### config.mk
export PLATFORM = sky130hd
export DESIGN_NAME = insertion_sort_engine_core
export DESIGN_NICKNAME = d
export VERILOG_FILES = /design/src/design/ise_pkg.sv /design/src/design/ise_cell.sv /design/src/design/ise_tally.sv /design/src/design/insertion_sort_engine_core.sv
export SDC_FILE = /design/constraint.sdc
export NUM_CORES = 2
export LEC_CHECK = 0
export BUFFER_PORTS_ARGS = -buffer_cell sky130_fd_sc_hd__buf_2
export CORE_UTILIZATION = 25
export DETAILED_ROUTE_END_ITERATION = 10
export PLACE_DENSITY = 0.4
export SETUP_SLACK_MARGIN = 0.2
export SLEW_MARGIN = 20
export SYNTH_ARGS = -nofsm -noshare
export SYNTH_HDL_FRONTEND = slang
export SYNTH_HIERARCHICAL = 1
export SYNTH_SLANG_ARGS = --single-unit
### constraint.sdc
create_clock -name aclk -period 14.4 [get_ports aclk]
set_clock_uncertainty 0.1 [all_clocks]
set_input_delay 0.72 -clock aclk [delete_from_list [all_inputs] [get_ports aclk]]
set_output_delay 0.72 -clock aclk [all_outputs]
set_load 0.03 [all_outputs]
### src/design/ise_pkg.sv
// Shared types and constants for the insertion sort engine.
// No dependencies; every other design file imports this package.
package ise_pkg;

    localparam int unsigned STAT_W = 11;
    localparam logic [STAT_W-1:0] STAT_MAX = {STAT_W{1'b1}};

    typedef struct packed {
        logic [15:0] value;
        logic        last_in;
    } ise_in_t;

    typedef struct packed {
        logic [15:0]       sorted_value;
        logic              last_out;
        logic [STAT_W-1:0] comparison_count;
        logic [STAT_W-1:0] shift_count;
        logic              dropped;
    } ise_out_t;

    typedef struct packed {
        logic insert;
        logic shift_out;
    } ise_cell_ctl_t;

    typedef enum logic [1:0] {
        ST_LOAD,
        ST_SETTLE,
        ST_DRAIN
    } ise_state_t;

endpackage

### src/design/ise_cell.sv
// One compare-and-shift cell of the sorting chain.
// Depends on ise_pkg for the cell control struct.
module ise_cell import ise_pkg::*; #(
    parameter int unsigned DATA_WIDTH = 16
) (
    input  logic                  aclk,
    input  ise_cell_ctl_t         ctl,
    input  logic [DATA_WIDTH-1:0] key,
    input  logic                  in_range,
    input  logic [DATA_WIDTH-1:0] left_val,
    input  logic                  left_gt,
    input  logic [DATA_WIDTH-1:0] right_val,
    output logic [DATA_WIDTH-1:0] val,
    output logic                  gt
);

    logic [DATA_WIDTH-1:0] val_reg;

    // An empty cell acts as +infinity, so the new key lands there.
    assign gt  = !in_range || (val_reg > key);
    assign val = val_reg;

    always_ff @(posedge aclk) begin
        if (ctl.insert) begin
            if (gt) begin
                val_reg <= left_gt ? left_val : key;
            end
        end else if (ctl.shift_out) begin
            val_reg <= right_val;
        end
    end

endmodule

### src/design/ise_tally.sv
// Comparison and shift totals, derived from the chain's greater-than vector.
// Depends on ise_pkg for the statistic width and saturation limit.
module ise_tally import ise_pkg::*; #(
    parameter int unsigned MAX_ELEMS = 64
) (
    input  logic                             aclk,
    input  logic                             aresetn,
    input  logic                             insert,
    input  logic [MAX_ELEMS-1:0]             gt_vec,
    input  logic [$clog2(MAX_ELEMS+1)-1:0]   count_in,
    input  logic                             clear,
    output logic [STAT_W-1:0]                comparisons,
    output logic [STAT_W-1:0]                shifts,
    output logic                             busy
);

    localparam int unsigned CNTW = $clog2(MAX_ELEMS + 1);
    localparam int unsigned IDXW = $clog2(MAX_ELEMS);
    localparam int unsigned PADN = 1 << IDXW;
    localparam int unsigned SUMW = ((CNTW > STAT_W) ? CNTW : STAT_W) + 1;

    logic                 v1_reg;
    logic                 v2_reg;
    logic [MAX_ELEMS-1:0] gt_reg;
    logic [CNTW-1:0]      cnt_reg;
    logic [CNTW-1:0]      shift_inc_reg;
    logic [CNTW-1:0]      cmp_inc_reg;
    logic [STAT_W-1:0]    cmp_acc_reg;
    logic [STAT_W-1:0]    shf_acc_reg;

    logic [PADN-1:0]      pad;
    logic [IDXW-1:0]      zpos;
    logic [IDXW-1:0]      cand;
    logic [CNTW-1:0]      shift_inc;
    logic [CNTW-1:0]      cmp_inc;
    logic [SUMW-1:0]      cmp_sum;
    logic [SUMW-1:0]      shf_sum;

    // Pad past the store with ones so the vector stays monotone.
    for (genvar i = 0; i < PADN; i++) begin : g_pad
        if (i < MAX_ELEMS) begin : g_real
            assign pad[i] = gt_reg[i];
        end else begin : g_fill
            assign pad[i] = 1'b1;
        end
    end

    // Binary search for the first greater-than cell: that is the insert point.
    always_comb begin
        zpos = '0;
        cand = '0;
        for (int b = IDXW - 1; b >= 0; b--) begin
            cand = zpos | (IDXW'(1) << b);
            if (!pad[cand - 1'b1]) begin
                zpos = cand;
            end
        end
        shift_inc = cnt_reg - CNTW'(zpos);
        cmp_inc   = shift_inc + CNTW'(zpos != '0);
    end

    assign cmp_sum = SUMW'(cmp_acc_reg) + SUMW'(cmp_inc_reg);
    assign shf_sum = SUMW'(shf_acc_reg) + SUMW'(shift_inc_reg);

    always_ff @(posedge aclk) begin
        gt_reg        <= insert ? gt_vec : gt_reg;
        cnt_reg       <= insert ? count_in : cnt_reg;
        shift_inc_reg <= shift_inc;
        cmp_inc_reg   <= cmp_inc;
    end

    always_ff @(posedge aclk) begin
        if (!aresetn) begin
            v1_reg      <= 1'b0;
            v2_reg      <= 1'b0;
            cmp_acc_reg <= '0;
            shf_acc_reg <= '0;
        end else begin
            v1_reg <= insert;
            v2_reg <= v1_reg;
            if (clear) begin
                cmp_acc_reg <= '0;
                shf_acc_reg <= '0;
            end else if (v2_reg) begin
                // Saturate at the top of the statistic range.
                cmp_acc_reg <= (cmp_sum > SUMW'(STAT_MAX)) ? STAT_MAX : cmp_sum[STAT_W-1:0];
                shf_acc_reg <= (shf_sum > SUMW'(STAT_MAX)) ? STAT_MAX : shf_sum[STAT_W-1:0];
            end
        end
    end

    assign comparisons = cmp_acc_reg;
    assign shifts      = shf_acc_reg;
    assign busy        = v1_reg || v2_reg;

endmodule

### src/design/insertion_sort_engine_core.sv
// Insertion sort engine: loads a run of elements and returns them sorted.
//
// Input channel s_valid/s_ready/s_item carries one element per transfer;
// s_item.last_in closes the run. Each element is inserted into a chain of
// MAX_ELEMS compare-and-shift cells in the cycle it is transferred, and
// s_ready stays high for the whole load phase. Elements beyond MAX_ELEMS are
// discarded and flagged on every result of the run through m_item.dropped.
// After the last element, the settle state waits until the tally pipeline
// has summed the comparison and shift totals, then the chain drains from its
// head one result per cycle on m_valid/m_ready/m_item while the receiver is
// ready. The final result has last_out set and carries the totals, saturated
// at 2047. s_ready stays low from the last input transfer until the final
// result is loaded into the output register.
// A stalled receiver holds the output register and freezes the drain.
// Reset (aresetn low, synchronous) empties the chain, clears the totals and
// the overflow flag, and drops any pending result.
module insertion_sort_engine_core import ise_pkg::*; #(
    parameter int unsigned MAX_ELEMS  = 64,
    parameter int unsigned DATA_WIDTH = 16
) (
    input  logic     aclk,
    input  logic     aresetn,
    input  logic     s_valid,
    output logic     s_ready,
    input  ise_in_t  s_item,
    output logic     m_valid,
    input  logic     m_ready,
    output ise_out_t m_item
);

    localparam int unsigned CNTW = $clog2(MAX_ELEMS + 1);

    ise_state_t            state_reg;
    ise_state_t            state_next;
    logic [CNTW-1:0]       count_reg;
    logic                  overflow_reg;
    logic                  m_valid_reg;
    ise_out_t              m_item_reg;

    logic                  accept;
    logic                  full;
    logic                  insert;
    logic                  drain_load;
    logic                  drain_final;
    logic                  tally_busy;
    logic [STAT_W-1:0]     comparisons;
    logic [STAT_W-1:0]     shifts;
    logic [DATA_WIDTH-1:0] key;
    ise_cell_ctl_t         cell_ctl;

    logic [DATA_WIDTH-1:0] vals [MAX_ELEMS];
    logic [MAX_ELEMS-1:0]  gts;

    assign key  = DATA_WIDTH'(s_item.value);
    assign full = (count_reg == CNTW'(MAX_ELEMS));

    always_comb begin
        state_next = state_reg;
        case (state_reg)
            ST_LOAD: begin
                if (accept && s_item.last_in) begin
                    state_next = ST_SETTLE;
                end
            end
            ST_SETTLE: begin
                if (!tally_busy) begin
                    state_next = ST_DRAIN;
                end
            end
            ST_DRAIN: begin
                if (drain_final) begin
                    state_next = ST_LOAD;
                end
            end
            default: state_next = ST_LOAD;
        endcase
    end

    always_comb begin
        s_ready    = 1'b0;
        drain_load = 1'b0;
        case (state_reg)
            ST_LOAD:   s_ready    = 1'b1;
            ST_SETTLE: s_ready    = 1'b0;
            ST_DRAIN:  drain_load = !m_valid_reg || m_ready;
            default:   s_ready    = 1'b0;
        endcase
    end

    assign accept             = s_valid && s_ready;
    assign insert             = accept && !full;
    assign drain_final        = drain_load && (count_reg == CNTW'(1));
    assign cell_ctl.insert    = insert;
    assign cell_ctl.shift_out = drain_load;

    for (genvar i = 0; i < MAX_ELEMS; i++) begin : g_chain
        logic [DATA_WIDTH-1:0] left_val;
        logic                  left_gt;
        logic [DATA_WIDTH-1:0] right_val;

        if (i == 0) begin : g_head
            assign left_val = key;
            assign left_gt  = 1'b0;
        end else begin : g_body
            assign left_val = vals[i-1];
            assign left_gt  = gts[i-1];
        end

        if (i == MAX_ELEMS - 1) begin : g_tail
            assign right_val = vals[i];
        end else begin : g_mid
            assign right_val = vals[i+1];
        end

        ise_cell #(
            .DATA_WIDTH(DATA_WIDTH)
        ) u_cell (
            .aclk      (aclk),
            .ctl       (cell_ctl),
            .key       (key),
            .in_range  (count_reg > CNTW'(i)),
            .left_val  (left_val),
            .left_gt   (left_gt),
            .right_val (right_val),
            .val       (vals[i]),
            .gt        (gts[i])
        );
    end

    ise_tally #(
        .MAX_ELEMS(MAX_ELEMS)
    ) u_tally (
        .aclk        (aclk),
        .aresetn     (aresetn),
        .insert      (insert),
        .gt_vec      (gts),
        .count_in    (count_reg),
        .clear       (drain_final),
        .comparisons (comparisons),
        .shifts      (shifts),
        .busy        (tally_busy)
    );

    always_ff @(posedge aclk) begin
        if (!aresetn) begin
            state_reg    <= ST_LOAD;
            count_reg    <= '0;
            overflow_reg <= 1'b0;
            m_valid_reg  <= 1'b0;
        end else begin
            state_reg <= state_next;
            if (insert) begin
                count_reg <= count_reg + 1'b1;
            end else if (drain_load) begin
                count_reg <= count_reg - 1'b1;
            end
            if (drain_final) begin
                overflow_reg <= 1'b0;
            end else if (accept && full) begin
                overflow_reg <= 1'b1;
            end
            if (drain_load) begin
                m_valid_reg <= 1'b1;
            end else if (m_ready) begin
                m_valid_reg <= 1'b0;
            end
        end
    end

    // Load the head of the chain; the totals ride only on the final transfer.
    always_ff @(posedge aclk) begin
        if (drain_load) begin
            m_item_reg.sorted_value     <= 16'(vals[0]);
            m_item_reg.last_out         <= drain_final;
            m_item_reg.comparison_count <= drain_final ? comparisons : '0;
            m_item_reg.shift_count      <= drain_final ? shifts : '0;
            m_item_reg.dropped          <= overflow_reg;
        end
    end

    assign m_valid = m_valid_reg;
    assign m_item  = m_item_reg;

endmodule

Word-level counts from Yosys, hierarchy flattened
Index checks and enable logic that the tools add are counted.
Widths: inputs -> output; s select.
Operators by class
  $add $sub $neg: 11
  $lt $le $gt $ge: 135
  eq/ne operators: 70
  multiplexer cells: 280
  bitwise gates (word level): 1
  reduce and logical (&&, ||, !) cells: 207
Operator list (number)
  $mux 16: 252
  $gt 16x16->1: 64
  $gt 7x6->1 const B: 32
  $ne 2x2->1 const B: 66
  $reduce_and 2->1: 64
  $gt 7x5->1 const B: 16
  $logic_not 1->1: 66
  $logic_or 1x1->1: 66
  $gt 7x4->1 const B: 8
  $lt 6x7->1 const B: 5
  $bmux 1 s6: 5
  $sub 6x1->6 const B: 5
  $gt 7x3->1 const B: 4
  $add 11x7->12: 2
  $gt 12x11->1 const B: 2
  $mux 11: 2
  $gt 7x1->1 const B: 2
  $gt 7x2->1 const B: 2
  $mux 7: 2
  $mux 1: 10
  $mux 2: 4
  $add 7x1->7: 1
  $add 7x1->7 const B: 1
  $eq 7x1->1 const B: 1
  other kinds (17): 22
Word-level totals
  register bits: 1184
  input bits: 21
  output and inout bits: 42
  word-level logic and storage cells: 785

Depth between registers and ports, before layout
  depth in word-level cells: 23
  gate-level depth with buffers: 20
  gate-level depth less buffers: 18

By module
Netlist, hierarchy kept.
By module, submodules not included
  ise_cell: instances 64, cells an instance 131, area each 1251.2 um^2, sequential area each 480.5 um^2
  ise_tally: instances 1, cells an instance 356, area each 4753.3 um^2, sequential area each 2862.7 um^2
  insertion_sort_engine_core: instances 1, cells an instance 292, area each 2722.6 um^2, sequential area each 1421.4 um^2

Worst setup path before layout
Ideal clock, no wire load.
  path type: reg2reg
  from: reg count_reg[0]
  to: reg g_chain[0].u_cell.val_reg[0] (enable)
  library setup time: 0.414 ns
  arrival: 6.013 ns
  data required time: 13.886 ns
  path slack: 7.873 ns
  stages on the path, launching flop included: 9
  path buffers: 2
  period minus slack after synthesis: 6.527 ns
  cells stage by stage: dfxtp_1 clkbuf_1 inv_1 ha_1 and4bb_2 a21oi_2 clkbuf_1 inv_1 o31ai_1
Between the ends
  cells in the longest elaborated chain, start to end: 5
  elaborated cells between the ends (all ways): 9
  classes of those cells: order compare: 1; eq/ne: 2; reduce/logical: 6
Ends and longest elaborated chain
  from (decl): line insertion_sort_engine_core.sv:35  | logic [CNTW-1:0] count_reg;
  from (signal assigned): line insertion_sort_engine_core.sv:153  | count_reg <= count_reg + 1'b1;
  from (signal assigned): line insertion_sort_engine_core.sv:155  | count_reg <= count_reg - 1'b1;
  $eq 7x7->1 (*): line insertion_sort_engine_core.sv:55  | assign full = (count_reg == CNTW'(MAX_ELEMS));
  $logic_not 1->1 (*): line insertion_sort_engine_core.sv:91  | assign insert = accept && !full;
  $logic_and 1x1->1 (*): line insertion_sort_engine_core.sv:91
  via insert: line insertion_sort_engine_core.sv:42  | logic insert;
  $ne 2x2->1 (no line) or $reduce_bool 2->1 (tied branches)
  $reduce_and 2->1 (no line) (*)
  to (signal assigned): line ise_cell.sv:26  | val_reg <= left_gt ? left_val : key;
  to (signal assigned): line ise_cell.sv:29  | val_reg <= right_val;
  to (decl): line ise_cell.sv:17  | logic [DATA_WIDTH-1:0] val_reg;
Mark *: on every way through the listed nets, which the timed path passes. The rest lies on a longest branch.
A chain may end at the register's enable or synchronous reset.

Worst setup path in the final report
  from: reg u_tally.gt_reg[39]
  to: reg u_tally.cmp_inc_reg[6]
Between the ends
  cells in the longest elaborated chain, start to end: 21
  elaborated cells between the ends (all ways): 22
  classes of those cells: add/sub: 6; mux: 15; reduce/logical: 1
Ends and longest elaborated chain
  from (decl): line ise_tally.sv:24  | logic [MAX_ELEMS-1:0] gt_reg;
  from (signal assigned): line ise_tally.sv:66  | gt_reg <= insert ? gt_vec : gt_reg;
  $bmux 1 s6: line ise_tally.sv:54  | if (!pad[cand - 1'b1]) begin
  $mux 1 (implied by the code): line ise_tally.sv:54
  $mux 5: line ise_tally.sv:54
  $sub 6x1->6: line ise_tally.sv:54
  $bmux 1 s6: line ise_tally.sv:54
  $mux 1 (implied by the code): line ise_tally.sv:54
  $mux 4: line ise_tally.sv:54
  $sub 6x1->6: line ise_tally.sv:54
  (+7 left out)
  $sub 6x1->6: line ise_tally.sv:54
  $bmux 1 s6: line ise_tally.sv:54
  $mux 1 (implied by the code): line ise_tally.sv:54
  $mux 1: line ise_tally.sv:54
  $sub 7x6->7 (*): line ise_tally.sv:58  | shift_inc = cnt_reg - CNTW'(zpos);
  via u_tally.shift_inc[4]: line ise_tally.sv:34  | logic [CNTW-1:0] shift_inc;
  $add 7x1->7 (*): line ise_tally.sv:59  | cmp_inc = shift_inc + CNTW'(zpos != '0);
  via u_tally.cmp_inc[6]: line ise_tally.sv:35  | logic [CNTW-1:0] cmp_inc;
  to (signal assigned): line ise_tally.sv:69  | cmp_inc_reg <= cmp_inc;
  to (decl): line ise_tally.sv:27  | logic [CNTW-1:0] cmp_inc_reg;
Mark *: on every way through the listed nets, which the timed path passes. The rest lies on a longest branch. The select of a mux whose other input is x is not followed.

==> results by group <==
Clock network
  • Post-cts hold buffer count: 0
  • Worst-case clock buffer depth: 4
  • Clk root buf: clkbuf_16
  • Num Clock Sinks: 1,183
  • Worst-Skew Late Latency: 880 ps
  • H-tree levels: 4
  • Post-CTS Setup Bufs: 0
  • Post-CTS Resized: 0
  • CTS tree: built
  • Clock transition at path regs: 60 ps
  • CTS Buf Count: 163

Yosys
  • Mapped Area: 0.0875 sq mm
  • Synth warnings: 6
  • Cell count after synthesis: 9,031
  • Average cell area after synthesis: 9.69 sq um
  • Syn Nets: 10,100

Placed design
  • Port Buffers: 62
  • Placed Area: 0.0939 sq mm
  • HPWL after detailed placement: 227,000 um
  • Pre-CTS setup slack: 7620 ps
  • Gpl congestion: 0.844
  • # placed instances: 13,400

Die
  • Io pins: 63
  • DIE HEIGHT: 594 um
  • Die Area: 0.353 sq mm
  • # rows: 216
  • Die width: 594 um
  • Starting Density: 0.252
  • Core ar.: 0.347 sq mm

Worst setup path
  • Endpoint class of the critical path: flip-flop
  • Arrival @ worst endpoint: 7420 ps
  • CP startpoint kind: flip-flop
  • Worst EP required: 15,080 ps
  • Start-to-end type of the worst setup path: flip-flop to flip-flop
  • CP max FO: 5

Timing
  • Setup ws final: 7660 ps
  • Setup TNS: 0 ps
  • Max Fclk: 0.148 GHz
  • Final setup fails: 0
  • Final-report hold violation count: 0
  • Worst relative slew slack: 0.113
  • Final-report max-slew violation count: 0
  • Tmin final: 6740 ps
  • Worst Tran Pin Value: 1320 ps
  • RSZ-0062 raised after global routing: false
  • Period Utilization, post-route: 0.468
  • Hold slack: 297 ps

Global route
  • Vias in the first global route: 69,100
  • Total gr overflow: 0
  • Wire length of the first global-routing pass: 467,000 um
  • Pin count of the biggest net entering global routing: 232
  • Total global-route track usage: 0.173
  • Initial antenna violation count: 11

Drt
  • Avg Vias per Cell: 4.99
  • Drt wl/cell: 23.0 um
  • Routed wire length: 316,000 um
  • Initial DRT Pass Iterations: 9
  • DRT antenna net count: 0
  • Via count: 68,500
  • Remaining DRCs: 0
  • Initial DRC Count: 5,355

Run status
  • Status: finished clean

Flow run
  • MaxCap Viol Count: 0

Power and ir drop
  • Overall power: 14.8 mW
  • Pwr dens: 149 mW/mm^2
  • Leak Pwr: 46.7 nW
  • VDD IR max: 0.0819 mV

Layout
  • Fillers: 36,300
  • Cell area after layout: 0.0992 sq mm
  • Max reg flops: 1,024
  • Area growth syn-to-layout: 13.3%
  • Nets@finish: 10,100
  • Fin cells: 13,700
  • Layout cell share with drive strength beyond 1: 0.0958
  • Util after Layout: 0.286

Hold path
  • Worst Hold Class: input pin to flip-flop
-- per-layer routing --
layer,vias to the layer above,share of wire,track usage
met1,34100,0.48,0.248
met3,356,0.043,0.0206
met5,-,0.00013,0
met4,6,0.024,0.0417
li1,32600,-,-
met2,1465,0.45,0.277
-- worst paths after layout --
check / cells past startpoint / from / slack, ps / end
worst max-delay path: 17 / u_tally/gt_reg[39] / 7660 / u_tally/cmp_inc_reg[6]
worst min register to register: 1 / u_tally/v1_reg / 350 / u_tally/v2_reg
worst min-delay path: 3 / s_valid / 300 / overflow_reg
worst max register to register: 17 / u_tally/gt_reg[39] / 7660 / u_tally/cmp_inc_reg[6]
-- cell type report --
cell class | count | area, sq um | share of cell area
clock inverter | 92 | 916 | 0.00924
clock buffer | 192 | 4270 | 0.0431
tap | 4578 | 5730 | 0.0578
multi-input combinational | 6264 | 47000 | 0.474
antenna | 2 | 5.00 | 0.0000505
inverter | 1173 | 4400 | 0.0444
timing repair buffer | 231 | 1830 | 0.0184
sequential | 1183 | 35000 | 0.353
-- critical path, stage by stage (launching register included) --
cell       delay (ps)
edfxtp_1          690
mux2i_1           840
o2bb2ai_1         270
nor2_2            980
mux2i_1           750
a22oi_1           230
mux2_2            330
o211ai_1          450
ha_1              280
inv_1              60
fa_1              410
nand2_1            90
nand2_1            50
a21oi_1           210
xnor2_1           330
nand4_1           190
nor3_1            210
xor2_1            170
-- placed cells by master (no fill, tap or decap), types with 143 or more instances in the layout --
cell type	instances
ha_1	1051
nand2_1	261
buf_4	157
o21ai_0	175
edfxtp_1	1134
nor2_1	1052
mux2i_1	1042
nand3_1	143
nand4_1	195
inv_1	1173
a21oi_1	1503
clkbuf_16	166
-- where the power goes --
group | internal, mW | switching, mW | total, mW | leakage (nW)
Clock | 2.38 | 1.67 | 4.05 | 2.52
Combinational | 1.76 | 2.89 | 4.65 | 33.1
Sequential | 5.01 | 1.06 | 6.08 | 11.0
Power figures use the tool's default switching activity.
